===== config.mk =====
export PLATFORM = sky130hd
export DESIGN_NAME = sequence_reorder_buffer_core
export DESIGN_NICKNAME = d
export VERILOG_FILES = /design/src/rtl/srb_pkg.sv /design/src/rtl/sequence_reorder_buffer_core.sv /design/src/rtl/srb_ram.sv /design/src/rtl/srb_front.sv /design/src/rtl/srb_queue.sv /design/src/rtl/srb_back.sv
export SDC_FILE = /design/constraint.sdc
export NUM_CORES = 1
export LEC_CHECK = 0
export BUFFER_PORTS_ARGS = -buffer_cell sky130_fd_sc_hd__buf_4
export CAP_MARGIN = 0
export CORE_ASPECT_RATIO = 1.25
export CORE_MARGIN = 2
export CORE_UTILIZATION = 30
export DETAILED_ROUTE_END_ITERATION = 10
export GPL_ROUTABILITY_DRIVEN = 0
export PLACE_DENSITY = 0.54
export SETUP_SLACK_MARGIN = 0.2
export SYNTH_ARGS = -nofsm -noshare
export SYNTH_HDL_FRONTEND = slang
export SYNTH_SLANG_ARGS = --single-unit

===== constraint.sdc =====
create_clock -name clk -period 7.96 [get_ports clk]
set_input_delay 1.592 -clock clk [delete_from_list [all_inputs] [get_ports clk]]
set_output_delay 1.592 -clock clk [all_outputs]
set_load 0.05 [all_outputs]

===== src/rtl/srb_pkg.sv =====
// srb_pkg: shared constants and types of the sequence reorder buffer.
// No dependencies; used by srb_front, srb_queue, srb_back and the top level.
package srb_pkg;

  // Depth of the hand-over queue between front and back.
  localparam int QDepth = 2;

  // Sequence bits folded into the slot residue per front cycle.
  localparam int ChunkBits = 8;

  // Status of the hand-over queue, seen by both of its sides.
  typedef struct packed {
    logic full;
    logic empty;
  } q_status_t;

endpackage


===== src/rtl/sequence_reorder_buffer_core.sv =====
// Sequence reorder buffer: stores out-of-order words by sequence number modulo
// SLOT_COUNT and releases them in order. Depends on srb_pkg, srb_front,
// srb_queue and srb_back.
//
// Each input word lands in slot (seq_num mod SLOT_COUNT). If that slot is
// already taken the word is dropped and a single result with error and last
// flags set carries its payload and sequence number back. Otherwise the word
// is stored and the buffer then releases occupied slots in order from the next
// expected sequence number until it meets an empty slot; each released word
// gives one result, or two identical results when its repeat flag is set, and
// the last result caused by an input carries the last flag. Release follows
// slot occupancy alone, so a stale word sitting in the expected slot is
// released under its own stored sequence number. Both sides behave as queues:
// a word is taken when push is high and full is low, and a result when pop is
// high and empty is low. Flow: the front folds 8 sequence bits into the slot
// residue per cycle, then holds the word until the two-entry queue has room
// to take it, and is free for the next word while the back is still busy.
// The back checks and stores a word, then for each released word looks at
// occupancy, reads the slot RAM, whose read data is registered, and releases,
// with a second release for a repeat, and ends with a look that finds an
// empty slot; a dropped word is handled in the check alone. Every result
// waits until the output register is free. No clearing pass is needed: slot
// occupancy lives in flip-flops that reset clears at once.
module sequence_reorder_buffer_core #(
  parameter int SLOT_COUNT   = 8,
  parameter int SEQ_BITS     = 16,
  parameter int PAYLOAD_BITS = 16
) (
  input  logic                    clk,
  input  logic                    rst_n,
  // input queue side
  input  logic                    push,
  output logic                    full,
  input  logic [SEQ_BITS-1:0]     in_seq_num,
  input  logic [PAYLOAD_BITS-1:0] in_payload,
  input  logic                    in_repeat_flag,
  // result queue side
  output logic                    empty,
  input  logic                    pop,
  output logic [PAYLOAD_BITS-1:0] out_payload,
  output logic [SEQ_BITS-1:0]     out_seq,
  output logic                    out_error_flag,
  output logic                    out_last_flag
);

  // Queue word: sequence number, payload, repeat flag, slot index.
  localparam int QW = SEQ_BITS + PAYLOAD_BITS + 1 + $clog2(SLOT_COUNT);

  srb_pkg::q_status_t q_status;
  logic               q_push, q_pop;
  logic [QW-1:0]      q_wdata, q_rdata;

  // Front: take the word and work out its slot.
  srb_front #(
    .SLOT_COUNT   (SLOT_COUNT),
    .SEQ_BITS     (SEQ_BITS),
    .PAYLOAD_BITS (PAYLOAD_BITS)
  ) u_front (
    .clk            (clk),
    .rst_n          (rst_n),
    .push           (push),
    .full           (full),
    .in_seq_num     (in_seq_num),
    .in_payload     (in_payload),
    .in_repeat_flag (in_repeat_flag),
    .q_status       (q_status),
    .q_push         (q_push),
    .q_wdata        (q_wdata)
  );

  // Hold classified words until the back is ready for them.
  srb_queue #(
    .WIDTH (QW)
  ) u_queue (
    .clk    (clk),
    .rst_n  (rst_n),
    .push   (q_push),
    .wdata  (q_wdata),
    .pop    (q_pop),
    .rdata  (q_rdata),
    .status (q_status)
  );

  // Back: store, drop on collision, release in order.
  srb_back #(
    .SLOT_COUNT   (SLOT_COUNT),
    .SEQ_BITS     (SEQ_BITS),
    .PAYLOAD_BITS (PAYLOAD_BITS)
  ) u_back (
    .clk            (clk),
    .rst_n          (rst_n),
    .q_status       (q_status),
    .q_rdata        (q_rdata),
    .q_pop          (q_pop),
    .empty          (empty),
    .pop            (pop),
    .out_payload    (out_payload),
    .out_seq        (out_seq),
    .out_error_flag (out_error_flag),
    .out_last_flag  (out_last_flag)
  );

endmodule


===== src/rtl/srb_ram.sv =====
// srb_ram: generic single-write, single-read RAM with registered read data.
// No dependencies.
module srb_ram #(
  parameter int WIDTH = 8,
  parameter int DEPTH = 8
) (
  input  logic                     clk,
  input  logic                     we,
  input  logic [$clog2(DEPTH)-1:0] waddr,
  input  logic [WIDTH-1:0]         wdata,
  input  logic                     re,
  input  logic [$clog2(DEPTH)-1:0] raddr,
  output logic [WIDTH-1:0]         rdata
);

  logic [WIDTH-1:0] mem_r [DEPTH];
  logic [WIDTH-1:0] rdata_r;

  always_ff @(posedge clk) begin
    if (we) begin
      mem_r[waddr] <= wdata;
    end
    if (re) begin
      rdata_r <= mem_r[raddr];
    end
  end

  assign rdata = rdata_r;

endmodule


===== src/rtl/srb_front.sv =====
// srb_front: accepts input words and works out their slot (seq mod slot count),
// a chunk of sequence bits per cycle. Depends on srb_pkg.
module srb_front #(
  parameter int SLOT_COUNT   = 8,
  parameter int SEQ_BITS     = 16,
  parameter int PAYLOAD_BITS = 16
) (
  input  logic                                   clk,
  input  logic                                   rst_n,
  input  logic                                   push,
  output logic                                   full,
  input  logic [SEQ_BITS-1:0]                    in_seq_num,
  input  logic [PAYLOAD_BITS-1:0]                in_payload,
  input  logic                                   in_repeat_flag,
  input  srb_pkg::q_status_t                     q_status,
  output logic                                   q_push,
  output logic [SEQ_BITS+PAYLOAD_BITS+$clog2(SLOT_COUNT):0] q_wdata
);

  localparam int SlotW = $clog2(SLOT_COUNT);
  localparam int Steps = (SEQ_BITS + srb_pkg::ChunkBits - 1) / srb_pkg::ChunkBits;
  localparam int PadW  = Steps * srb_pkg::ChunkBits;
  localparam int CntW  = $clog2(Steps + 1);

  logic                    busy_r, busy_nxt;
  logic                    done_r, done_nxt;
  logic [CntW-1:0]         cnt_r, cnt_nxt;
  logic [PadW-1:0]         sh_r, sh_nxt;
  logic [SlotW-1:0]        rem_r, rem_nxt;
  logic [SlotW-1:0]        rem_step;
  logic [SEQ_BITS-1:0]     seq_r;
  logic [PAYLOAD_BITS-1:0] pay_r;
  logic                    rep_r;
  logic                    accept;

  assign full   = busy_r;
  assign accept = push && !busy_r;

  // Fold the top chunk into the residue, one restoring step per bit.
  always_comb begin
    logic [SlotW:0]   t;
    logic [SlotW-1:0] r;
    r = rem_r;
    t = '0;
    for (int i = srb_pkg::ChunkBits - 1; i >= 0; i--) begin
      t = {r, sh_r[PadW - srb_pkg::ChunkBits + i]};
      if (t >= (SlotW+1)'(SLOT_COUNT)) begin
        t = t - (SlotW+1)'(SLOT_COUNT);
      end
      r = t[SlotW-1:0];
    end
    rem_step = r;
  end

  always_comb begin
    busy_nxt = busy_r;
    done_nxt = done_r;
    cnt_nxt  = cnt_r;
    sh_nxt   = sh_r;
    rem_nxt  = rem_r;
    q_push   = 1'b0;
    if (accept) begin
      busy_nxt = 1'b1;
      done_nxt = 1'b0;
      cnt_nxt  = '0;
      sh_nxt   = PadW'(in_seq_num);
      rem_nxt  = '0;
    end else if (busy_r && !done_r) begin
      rem_nxt = rem_step;
      sh_nxt  = sh_r << srb_pkg::ChunkBits;
      cnt_nxt = cnt_r + 1'b1;
      if (cnt_r == CntW'(Steps - 1)) begin
        done_nxt = 1'b1;
      end
    end else if (busy_r && done_r && !q_status.full) begin
      q_push   = 1'b1;
      busy_nxt = 1'b0;
      done_nxt = 1'b0;
    end
  end

  assign q_wdata = {seq_r, pay_r, rep_r, rem_r};

  always_ff @(posedge clk) begin
    if (!rst_n) begin
      busy_r <= 1'b0;
      done_r <= 1'b0;
      cnt_r  <= '0;
    end else begin
      busy_r <= busy_nxt;
      done_r <= done_nxt;
      cnt_r  <= cnt_nxt;
    end
    sh_r  <= sh_nxt;
    rem_r <= rem_nxt;
    if (accept) begin
      seq_r <= in_seq_num;
      pay_r <= in_payload;
      rep_r <= in_repeat_flag;
    end
  end

endmodule


===== src/rtl/srb_queue.sv =====
// srb_queue: short register queue that decouples the front from the back.
// Depends on srb_pkg.
module srb_queue #(
  parameter int WIDTH = 8
) (
  input  logic               clk,
  input  logic               rst_n,
  input  logic               push,
  input  logic [WIDTH-1:0]   wdata,
  input  logic               pop,
  output logic [WIDTH-1:0]   rdata,
  output srb_pkg::q_status_t status
);

  localparam int PtrW = $clog2(srb_pkg::QDepth);
  localparam int CntW = $clog2(srb_pkg::QDepth + 1);

  logic [WIDTH-1:0] data_r [srb_pkg::QDepth];
  logic [PtrW-1:0]  wptr_r, wptr_nxt;
  logic [PtrW-1:0]  rptr_r, rptr_nxt;
  logic [CntW-1:0]  cnt_r, cnt_nxt;
  logic             do_push, do_pop;

  assign status.full  = (cnt_r == CntW'(srb_pkg::QDepth));
  assign status.empty = (cnt_r == '0);
  assign do_push      = push && !status.full;
  assign do_pop       = pop && !status.empty;
  assign rdata        = data_r[rptr_r];

  always_comb begin
    wptr_nxt = wptr_r;
    rptr_nxt = rptr_r;
    cnt_nxt  = cnt_r;
    if (do_push) begin
      wptr_nxt = (wptr_r == PtrW'(srb_pkg::QDepth - 1)) ? '0 : wptr_r + 1'b1;
    end
    if (do_pop) begin
      rptr_nxt = (rptr_r == PtrW'(srb_pkg::QDepth - 1)) ? '0 : rptr_r + 1'b1;
    end
    if (do_push && !do_pop) begin
      cnt_nxt = cnt_r + 1'b1;
    end else if (do_pop && !do_push) begin
      cnt_nxt = cnt_r - 1'b1;
    end
  end

  always_ff @(posedge clk) begin
    if (!rst_n) begin
      wptr_r <= '0;
      rptr_r <= '0;
      cnt_r  <= '0;
    end else begin
      wptr_r <= wptr_nxt;
      rptr_r <= rptr_nxt;
      cnt_r  <= cnt_nxt;
    end
    if (do_push) begin
      data_r[wptr_r] <= wdata;
    end
  end

endmodule


===== src/rtl/srb_back.sv =====
// srb_back: slot store, occupancy check and in-order release into the output
// register. Depends on srb_pkg and srb_ram.
module srb_back #(
  parameter int SLOT_COUNT   = 8,
  parameter int SEQ_BITS     = 16,
  parameter int PAYLOAD_BITS = 16
) (
  input  logic                                   clk,
  input  logic                                   rst_n,
  input  srb_pkg::q_status_t                     q_status,
  input  logic [SEQ_BITS+PAYLOAD_BITS+$clog2(SLOT_COUNT):0] q_rdata,
  output logic                                   q_pop,
  output logic                                   empty,
  input  logic                                   pop,
  output logic [PAYLOAD_BITS-1:0]                out_payload,
  output logic [SEQ_BITS-1:0]                    out_seq,
  output logic                                   out_error_flag,
  output logic                                   out_last_flag
);

  localparam int SlotW = $clog2(SLOT_COUNT);
  localparam int EntW  = SEQ_BITS + PAYLOAD_BITS + 1;

  typedef enum logic [3:0] {
    S_CHECK = 4'b0001,
    S_LOOK  = 4'b0010,
    S_READ  = 4'b0100,
    S_EMIT  = 4'b1000
  } state_t;

  state_t                  state_r, state_nxt;
  logic [SLOT_COUNT-1:0]   occ_r, occ_nxt;
  logic [SEQ_BITS-1:0]     exp_r, exp_nxt;
  logic [SlotW-1:0]        eslot_r, eslot_nxt;
  logic                    second_r, second_nxt;

  logic [SEQ_BITS-1:0]     h_seq;
  logic [PAYLOAD_BITS-1:0] h_pay;
  logic                    h_rep;
  logic [SlotW-1:0]        h_slot;

  logic                    ram_we, ram_re;
  logic [EntW-1:0]         ram_rdata;
  logic [SEQ_BITS-1:0]     rd_seq;
  logic [PAYLOAD_BITS-1:0] rd_pay;
  logic                    rd_rep;

  logic [SEQ_BITS-1:0]     exp_inc;
  logic [SlotW-1:0]        slot_inc;
  logic                    occ_after;

  logic                    out_valid_r;
  logic                    out_free, out_load;
  logic [PAYLOAD_BITS-1:0] ld_pay, out_pay_r;
  logic [SEQ_BITS-1:0]     ld_seq, out_seq_r;
  logic                    ld_err, out_err_r;
  logic                    ld_last, out_last_r;

  assign {h_seq, h_pay, h_rep, h_slot} = q_rdata;
  assign {rd_seq, rd_pay, rd_rep}      = ram_rdata;

  srb_ram #(
    .WIDTH (EntW),
    .DEPTH (SLOT_COUNT)
  ) u_slots (
    .clk   (clk),
    .we    (ram_we),
    .waddr (h_slot),
    .wdata ({h_seq, h_pay, h_rep}),
    .re    (ram_re),
    .raddr (eslot_r),
    .rdata (ram_rdata)
  );

  // Next expected slot; restart at slot zero when the sequence wraps.
  assign exp_inc  = exp_r + 1'b1;
  assign slot_inc = (exp_inc == '0) ? '0 :
                    (eslot_r == SlotW'(SLOT_COUNT - 1)) ? '0 : eslot_r + 1'b1;
  assign occ_after = (slot_inc == eslot_r) ? 1'b0 : occ_r[slot_inc];

  assign out_free = !out_valid_r || pop;

  always_comb begin
    state_nxt  = state_r;
    occ_nxt    = occ_r;
    exp_nxt    = exp_r;
    eslot_nxt  = eslot_r;
    second_nxt = second_r;
    q_pop      = 1'b0;
    ram_we     = 1'b0;
    ram_re     = 1'b0;
    out_load   = 1'b0;
    ld_pay     = h_pay;
    ld_seq     = h_seq;
    ld_err     = 1'b0;
    ld_last    = 1'b0;
    case (state_r)
      S_CHECK: begin
        if (!q_status.empty) begin
          if (occ_r[h_slot]) begin
            if (out_free) begin
              out_load = 1'b1;
              ld_err   = 1'b1;
              ld_last  = 1'b1;
              q_pop    = 1'b1;
            end
          end else begin
            ram_we          = 1'b1;
            occ_nxt[h_slot] = 1'b1;
            q_pop           = 1'b1;
            state_nxt       = S_LOOK;
          end
        end
      end
      S_LOOK: begin
        if (occ_r[eslot_r]) begin
          ram_re    = 1'b1;
          state_nxt = S_READ;
        end else begin
          state_nxt = S_CHECK;
        end
      end
      S_READ: begin
        state_nxt = S_EMIT;
      end
      S_EMIT: begin
        if (out_free) begin
          out_load = 1'b1;
          ld_pay   = rd_pay;
          ld_seq   = rd_seq;
          if (rd_rep && !second_r) begin
            second_nxt = 1'b1;
          end else begin
            ld_last          = !occ_after;
            second_nxt       = 1'b0;
            occ_nxt[eslot_r] = 1'b0;
            exp_nxt          = exp_inc;
            eslot_nxt        = slot_inc;
            state_nxt        = S_LOOK;
          end
        end
      end
      default: begin
        state_nxt = S_CHECK;
      end
    endcase
  end

  always_ff @(posedge clk) begin
    if (!rst_n) begin
      state_r     <= S_CHECK;
      occ_r       <= '0;
      exp_r       <= '0;
      eslot_r     <= '0;
      second_r    <= 1'b0;
      out_valid_r <= 1'b0;
    end else begin
      state_r  <= state_nxt;
      occ_r    <= occ_nxt;
      exp_r    <= exp_nxt;
      eslot_r  <= eslot_nxt;
      second_r <= second_nxt;
      if (out_load) begin
        out_valid_r <= 1'b1;
      end else if (pop) begin
        out_valid_r <= 1'b0;
      end
    end
    if (out_load) begin
      out_pay_r  <= ld_pay;
      out_seq_r  <= ld_seq;
      out_err_r  <= ld_err;
      out_last_r <= ld_last;
    end
  end

  assign empty          = !out_valid_r;
  assign out_payload    = out_pay_r;
  assign out_seq        = out_seq_r;
  assign out_error_flag = out_err_r;
  assign out_last_flag  = out_last_r;

  a_no_overwrite: assert property (@(posedge clk) disable iff (!rst_n)
    out_load |-> (!out_valid_r || pop))
    else $error("output word overwritten before it was taken");

  a_emit_occupied: assert property (@(posedge clk) disable iff (!rst_n)
    (state_r == S_EMIT) |-> occ_r[eslot_r])
    else $error("release from an empty slot");

  a_read_then_emit: assert property (@(posedge clk) disable iff (!rst_n)
    (state_r == S_READ) |=> (state_r == S_EMIT))
    else $error("slot read not followed by release");

  a_store_marks: assert property (@(posedge clk) disable iff (!rst_n)
    ram_we |=> (occ_r[$past(h_slot)] && (state_r == S_LOOK)))
    else $error("stored slot not marked occupied");

endmodule

* After elaboration in Yosys (flattened, before gate mapping)
Memory sizes are Yosys's and may differ from the RTL's. A register that Yosys moved wholly into a read port is not among the register bits. Cells that the tools add are included.
Word-level totals: register bits after elaboration 127, bits in latches 0, RAM bits 336, memory bits (read-only) 0, bits of input ports 37, output and inout bits 36, logic and storage cells 180, memories kept 2
Memory list:
- u_back.u_slots.mem_r | words 8, bits a word 33, rd ports 1, clocked after Yosys merged registers in 1, write ports 1, line srb_ram.sv:16 | logic [WIDTH-1:0] mem_r [DEPTH];
- u_queue.data_r | words 2, bits a word 36, rd ports 1, clocked after Yosys merged registers in 1, write ports 1, line srb_queue.sv:18 | logic [WIDTH-1:0] data_r [srb_pkg::QDepth];
Cells by class: add/subtract/negate cells 15, $mul 0, divide/modulo/power cells 0, magnitude comparators 13, eq/ne operators 14, shift-type cells 0, muxes and demuxes 74, bitwise operators 5, reductions and logical operators 36
Operators with widths (count):
- $mux W16 | 6
- $mux W1 | 38
- $mux W3 | 11
- $ge A4 B4 Y1 const B | 8
- $mux W8 | 4
- $sub A3 B1 Y3 const B | 8
- $add A16 B1 Y16 const B | 1
- $logic_not A16 Y1 | 1
- $mux W4 | 4
- $pmux W4 S4 | 1
- $pmux W8 S2 | 1
- $lt A3 B4 Y1 const B | 3
- $reduce_bool A2 Y1 | 6
- $logic_and A1 B1 Y1 | 11
- $bmux W1 S3 | 3
- $logic_not A1 Y1 | 9
- $and A8 B8 Y8 | 1
- $ne A2 B2 Y1 const B | 4
- $not A8 Y8 | 1
- $or A8 B8 Y8 | 1
- $demux W1 S3 | 2
- $ge A3 B1 Y1 const B | 2
- $reduce_and A2 Y1 | 3
- $reduce_and A5 Y1 | 1
- other kinds (21) | 27

* Depth between registers and ports, before layout
Gate-level depths: netlist of run 1.
word-level depth 16, mapped depth 11, gate-level depth less buffers 9

* Modules after synthesis
Synthesis of run 1 repeated with hierarchy kept, for this count alone.
Unflattened totals: cells, all modules 964, area total of the unflattened synthesis 18895.6 um^2
Modules (own cells, without submodules):
- srb_ram | times used 1, cells each 427, area each 10970.5 um^2, sequential area each 8918.6 um^2
- srb_back | times used 1, cells each 317, area each 3483.3 um^2, sequential area each 1681.6 um^2
- srb_queue | times used 1, cells each 137, area each 2829.0 um^2, sequential area each 2262.2 um^2
- srb_front | times used 1, cells each 83, area each 1612.8 um^2, sequential area each 1311.3 um^2

* Worst setup path after synthesis of run 1
No wires, ideal clock.
path type register to register, from reg with a tool-made name, to mem u_back.u_slots.mem_r[0][0] (netlist name) (enable), setup time 0.521 ns, data arrival time 5.041 ns, data required time 7.439 ns, setup slack 2.397 ns, stages on the path, launching flop included 8, path buffers 2, clock period less this slack 5.563 ns, cell sequence dfxtp_1 buf_2 mux2_2 o31ai_1 a21oi_1 o22ai_1 buf_2 nor4b_1
RTL lines (line):
- end: declaration | srb_ram.sv:16

==> qor.yml, run 1 <==
outcome: "finished, final reports clean"
drive_gt1_frac: 0.224
cp_slowest_stage_delay_ns: 1.00
crit_type: "reg2reg"
yosys_register_bits: 487
cp-start-kind: "flop"
worst_pin_slew_ns: 1.19
synth_fp_nets: 1075
sequentialPowerShare: 0.527
fmax_ghz: 0.252
rsz0062_at_grt: "false"
totalWireLength_um: 41200
h-tree-depth: 2
top_level_ports: 73
grt-ovfl-total: 0
dpl_cell_area_um2: 19500
via_per_inst: 4.84
n_fill_cell: 5555
num_antenna_cells: 0
crit_buf_inv: 0
yosys.area.top_type: "edfxtp_1"
synth_cell_types: 57
worstReg2RegEnd: "u_back.out_seq[12]"
yosys_warnings: 0
dp_hpwl_um: 22600
ys.flop_type: "edfxtp_1"
utilization: 0.355
portBuffers: 72
layout.nets: 1166
cp.required_ns: 7.98
hold_slack_ns: 0.442
core_um2: 59400
synth_top_area_share: 0.738
finalCritPeriodShare: 0.498
cts_tree: "yes"
swShare: 0.239
ys_seq_area_frac: 0.788
cts_buffer_depth: 3
peakVddDrop_uv: 176
drtPass1Iterations: 5
postSynthCellCount: 1033
power.density_nw_per_um2: 282
r2r_slack_ns: 3.99
vias: 9315
clkTransAtPathRegs_ns: 0.06
finalHoldViolCount: 0
worst_ep_arrival_time_ns: 3.98
flow.area_growth_from_synthesis_pct: 17.2
grtUsageTotal: 0.133
start_util: 0.303
combPwrFrac: 0.094
antenna_found_initial: 0
finalSetupTns_ns: 0
cts_hold_buf: 0
synth_edf_count: 442
critPathCaptureType: "flop"
fin_crit_ns: 3.97
drtAntennaViolNets: 0
cts_buffers: 46
drv_slew: 0
async_reset_ff_frac: 0
finalSetupViolCount: 0
grt_pass1_wl_um: 61800
path_delay_family: "flip-flops"
clock_latency_ns: 0.57
netlist_area_um2: 18000
max_slew_margin: 0.201
crit_end: "u_back.out_seq[12]"
hp-class: "reg2reg"
clock_skew_ns: 0.0271
reg2regPathDepth: 6
syn_avg_cell_area_um2: 17.4
die_x_um: 223
path_max_fanout: 38
power.switching_uw: 1420
drc_errors: 0
p_int_uw: 4520
dieHeight_um: 278
cts_sinks: 487
wl_per_cell_um: 21.4
die-area_um2: 61900
path_cells: "mux2_2 > o31ai_1 > a21oi_1 > o22ai_1 > or2_1 > nand2_2"
critPathSlowestCell: "dfxtp_2"
grt_max_degree: 42
post_cts_buffers: 0
leakagePower_uw: 0.00675
root_buffer: "clkbuf_16"
cp.depth: 6
clockPowerShare: 0.379
rows: 100
grt_pass1_vias: 9771
cts-resized-gates: 0
maxCapViolCount: 0
netlist_top_cells_area: "edfxtp_1, a22oi_1, dfxtp_1"
final_design_area_no_fill_um2: 21100
dr.first_iter.drc_count: 688
-- power groups by stage --
stage	Combinational, uW	Sequential (uW)	Clock, uW
after floorplan	303	3220	0
after global placement	558	3180	0
after detailed placement	570	3190	0
after CTS	574	3130	2310
after global routing	608	3150	2390
final	560	3130	2250
-- registers in the layout (all words and copies together), names as in the netlist, 3 cells and up, named ones only --
register and cells:
u_back.u_slots.rdata 33, u_back.out_seq 16, u_front.sh_r 6, u_front.seq_r 16
u_back.state_r 4, u_back.exp_r 16, u_front.pay_r 16, u_back.eslot_r 3
u_back.u_slots.mem_r 264, u_back.out_payload 16, u_front.rem_r 3, u_queue.data_r 72
u_back.occ_r 8
-- stage by stage --
step / total power (uW) / cells / setup WS, ns
after global routing: 6150 / 1925 / 3.62
after floorplan: 3520 / 1033 / 2.40
after CTS: 6010 / 1925 / 3.84
final: 5940 / 1925 / 3.99
after global placement: 3740 / 1841 / 3.88
after detailed placement: 3760 / 1841 / 3.80
-- cells by family after synthesis --
group	Yosys count	share of synthesized area
compound gates	189	0.0777
xor+xnor	23	0.0112
fa+ha+maj	5	0.00348
buf+inv	67	0.0146
flops	487	0.788
mux	78	0.0491
simple gates	184	0.0558
-- cells in the mapped netlist (8+ instances only) --
library cell    n
a21oi_1        19
nor3_1         16
clkbuf_1       43
mux2_2         71
a22oi_1       134
nand2_1        28
xor2_1         11
nand4_1        40
edfxtp_1      442
and2_1          8
xnor2_1        12
dfxtp_1        45
nor2_1         42
inv_1          15
-- worst reg2reg max path, delay by kind of cell, from the launching register on --
kind,cells,cell delay (ns)
compound gates,3,0.91
simple gates,2,0.95
mux,1,0.54
flops,1,1.00
-- area by class of cell --
type	count	area (um2)	area share
Inverter	16	60.1	0.00285
Sequential cell	487	14200	0.672
Multi-Input combinational cell	479	3630	0.172
Timing Repair Buffer	94	706	0.0335
Clock inverter	30	359	0.0170
Tap cell	765	957	0.0454
Clock buffer	54	1190	0.0565
-- layout by cell type (no fill, tap or decap), types with 10 or more instances in the layout --
| cell type | synthesis | layout |
|---|---|---|
| a22oi_1 | 134 | 134 |
| dfxtp_1 | 45 | 44 |
| inv_1 | 15 | 15 |
| xnor2_1 | 12 | 12 |
| xor2_1 | 11 | 11 |
| clkinv_1 | 1 | 10 |
| clkbuf_16 | 0 | 46 |
| a21oi_1 | 19 | 19 |
| nand4_1 | 40 | 40 |
| mux2_2 | 71 | 71 |
| buf_4 | 0 | 94 |
| nor2_1 | 42 | 41 |
| edfxtp_1 | 442 | 442 |
| nor3_1 | 16 | 10 |
| nand2_1 | 28 | 26 |
-- per-layer routing --
layer	GRT usage	vias up	wire length (um)	part of all wire
met5	0	-	0	0
met4	0.0442	0	1080	0.026
met3	0.0154	70	1420	0.034
met2	0.240	211	21500	0.52
met1	0.164	4714	17200	0.42
li1	-	4320	-	-
-- how the worst min path moves through the flow --
stage                                 start                    end  depth (start not counted)
after floorplan            u_front.pay_r[6]  u_queue.data_r[0][10]                          0
after global placement     u_front.seq_r[2]  u_queue.data_r[0][22]                          0
after detailed placement   u_front.seq_r[8]  u_queue.data_r[0][28]                          0
after CTS                  u_front.pay_r[7]  u_queue.data_r[0][11]                          0
after global routing       u_front.pay_r[6]  u_queue.data_r[0][10]                          0
final                     u_front.pay_r[13]  u_queue.data_r[0][17]                          0
No activity file was read; power rests on OpenSTA's default activity.
==> run 2: changes to the inputs <==
- PLACE_DENSITY: 0.54 -> 0.55
- clock period: 7.96 -> 3.5 ns (I/O delays scaled with it)
==> qor.yml, run 2 (synthesized netlist as in run 1, its figures left out) <==
hp-class: "in2reg"  # was reg2reg
root_buffer: "clkbuf_16"  # unchanged
regMostFlops: "u_back.u_slots.mem_r"  # unchanged
clock_skew_ns: 0.0211  # was 0.0271 ns
cp_slowest_stage_delay_ns: 0.52  # was 1.00 ns
flow.area_growth_from_synthesis_pct: 17.8  # was 17.2%
totalWireLength_um: 41600  # was 41,200 um
fmax_ghz: 0.348  # was 0.252 GHz
max_slew_margin: 0.396  # was 0.201
die_x_um: 223  # unchanged
h-tree-depth: 2  # unchanged
leakagePower_uw: 0.00680  # was 0.00675 uW
dp_hpwl_um: 24400  # was 22,600 um
hp-start: "in_seq_num[7]"  # was u_front.pay_r[13]
cts_buffers: 47  # was 46
drv_slew: 0  # unchanged
start_util: 0.303  # unchanged
cts_hold_buf: 0  # unchanged
regArea_um2: 14200  # unchanged
antenna_found_initial: 0  # unchanged
rows: 100  # unchanged
cts-resized-gates: 0  # unchanged
largest_reg_flops: 264  # unchanged
r2r_slack_ns: 0.63  # was 3.99 ns
dr.first_iter.drc_count: 612  # was 688
path_common_cell: "buf_4"
cts_sinks: 487  # unchanged
final_common_cell: "edfxtp_1"  # unchanged
cp.required_ns: 3.76  # was 7.98 ns
top_level_ports: 73  # unchanged
peakVddDrop_uv: 364  # was 176 uV
finalCritPeriodShare: 0.820  # was 0.498
most-common-layout-cells: "edfxtp_1, a22oi_1, buf_4"  # unchanged
drc_errors: 0  # unchanged
grt_max_degree: 36  # was 42
worst_pin_slew_ns: 0.907  # was 1.19 ns
grtUsageTotal: 0.134  # was 0.133
via_per_inst: 4.86  # was 4.84
core_um2: 59400  # unchanged
layout.nets: 1181  # was 1,166
cp-start-kind: "flop"  # unchanged
cts_buffer_depth: 3  # unchanged
wl_per_cell_um: 21.4  # about the same
worst_ep_arrival_time_ns: 3.13  # was 3.98 ns
rsz0062_at_grt: "false"  # unchanged
drive_gt1_frac: 0.229  # was 0.224
path_max_fanout: 12  # was 38
finalSetupViolCount: 0  # unchanged
post_cts_buffers: 0  # unchanged
critPathCaptureType: "flop"  # unchanged
outcome: "finished, final reports clean"  # unchanged
finalHoldViolCount: 0  # unchanged
multi_input_area_um2: 3680  # was 3630 um2
die-area_um2: 61900  # unchanged
clock_latency_ns: 0.57  # about the same
n_fill_cell: 5510  # was 5,555
maxCapViolCount: 0  # unchanged
grt-ovfl-total: 0  # unchanged
vias: 9435  # was 9,315
grt_pass1_vias: 10000  # was 9,771
power.density_nw_per_um2: 626  # was 282 nW/um2
path_cells: "mux2_2 > o31ai_1 > a21oi_1 > o22ai_1 > buf_4 > nor4b_4 > buf_4"  # was mux2_2 > o31ai_1 > a21oi_1 > o22ai_1 > or2_1 > nand2_2
final_design_area_no_fill_um2: 21200  # was 21,100 um2
drtPass1Iterations: 5  # unchanged
dpl_cell_area_um2: 19700  # was 19,500 um2
cts_tree: "yes"  # unchanged
clkTransAtPathRegs_ns: 0.06  # about the same
utilization: 0.356  # was 0.355
crit_type: "reg2reg"  # unchanged
dieHeight_um: 278  # unchanged
fin_crit_ns: 2.87  # was 3.97 ns
grt_pass1_wl_um: 62900  # was 61,800 um
drtAntennaViolNets: 0  # unchanged
num_antenna_cells: 0  # unchanged
portBuffers: 72  # unchanged
critPathSlowestCell: "nor4b_4"  # was dfxtp_2
## run 2: area by class of cell
| cell class | count | share of cell area |
|---|---|---|
| sequential | 487 | 0.669 |
| multi-input combinational | 479 | 0.174 |
| clock buffer | 64 | 0.0605 |
| tap | 765 | 0.0452 |
| timing repair buffer | 108 | 0.0412 |
| clock inverter | 21 | 0.00709 |
| inverter | 16 | 0.00284 |
## run 2: final timing paths
check                                      to  cells past startpoint
hold / removal               u_front.seq_r[7]                      1
setup / recovery  u_back.u_slots.mem_r[1][15]                      7
hold reg to reg         u_queue.data_r[0][10]                      0
setup reg to reg  u_back.u_slots.mem_r[1][15]                      7
## run 2: where the power goes
group | leakage [uW] | total, uW | internal, uW | switching, uW
clock network | 0.000689 | 4760 | 2650 | 2110
registers | 0.00438 | 7060 | 6900 | 159
logic | 0.00174 | 1450 | 453 | 992
## run 2: through the flow
| stage | TNS, ns | hold slack [ns] | total power, uW | worst slack [ns] | instances |
|---|---|---|---|---|---|
| global route | 0 | 0.286 | 13800 | 0.451 | 1940 |
| finish | 0 | 0.305 | 13300 | 0.630 | 1940 |
| CTS | 0 | 0.277 | 13400 | 0.615 | 1940 |
| global placement | 0 | 0.423 | 8620 | 0.633 | 1855 |
| detailed placement | 0 | 0.430 | 8650 | 0.624 | 1855 |
| floorplan | -83.33 | 0.421 | 8020 | -0.676 | 1033 |
## run 2: per-layer routing
layer | track usage | share of wire | up-vias
met5 | 0 | 0 | -
met4 | 0.0456 | 0.025 | 0
met3 | 0.0185 | 0.045 | 59
met2 | 0.234 | 0.50 | 251
met1 | 0.172 | 0.43 | 4781
li1 | - | - | 4344
## run 2: worst max-delay path, delay by kind of cell, from the launching register on
family,cells,cell delay (ns)
AND/OR/NAND/NOR,1,0.52
AO/OA/AOI/OAI,3,0.51
multiplexers,1,0.50
flip-flops,1,0.50
buffers and inverters,2,0.52
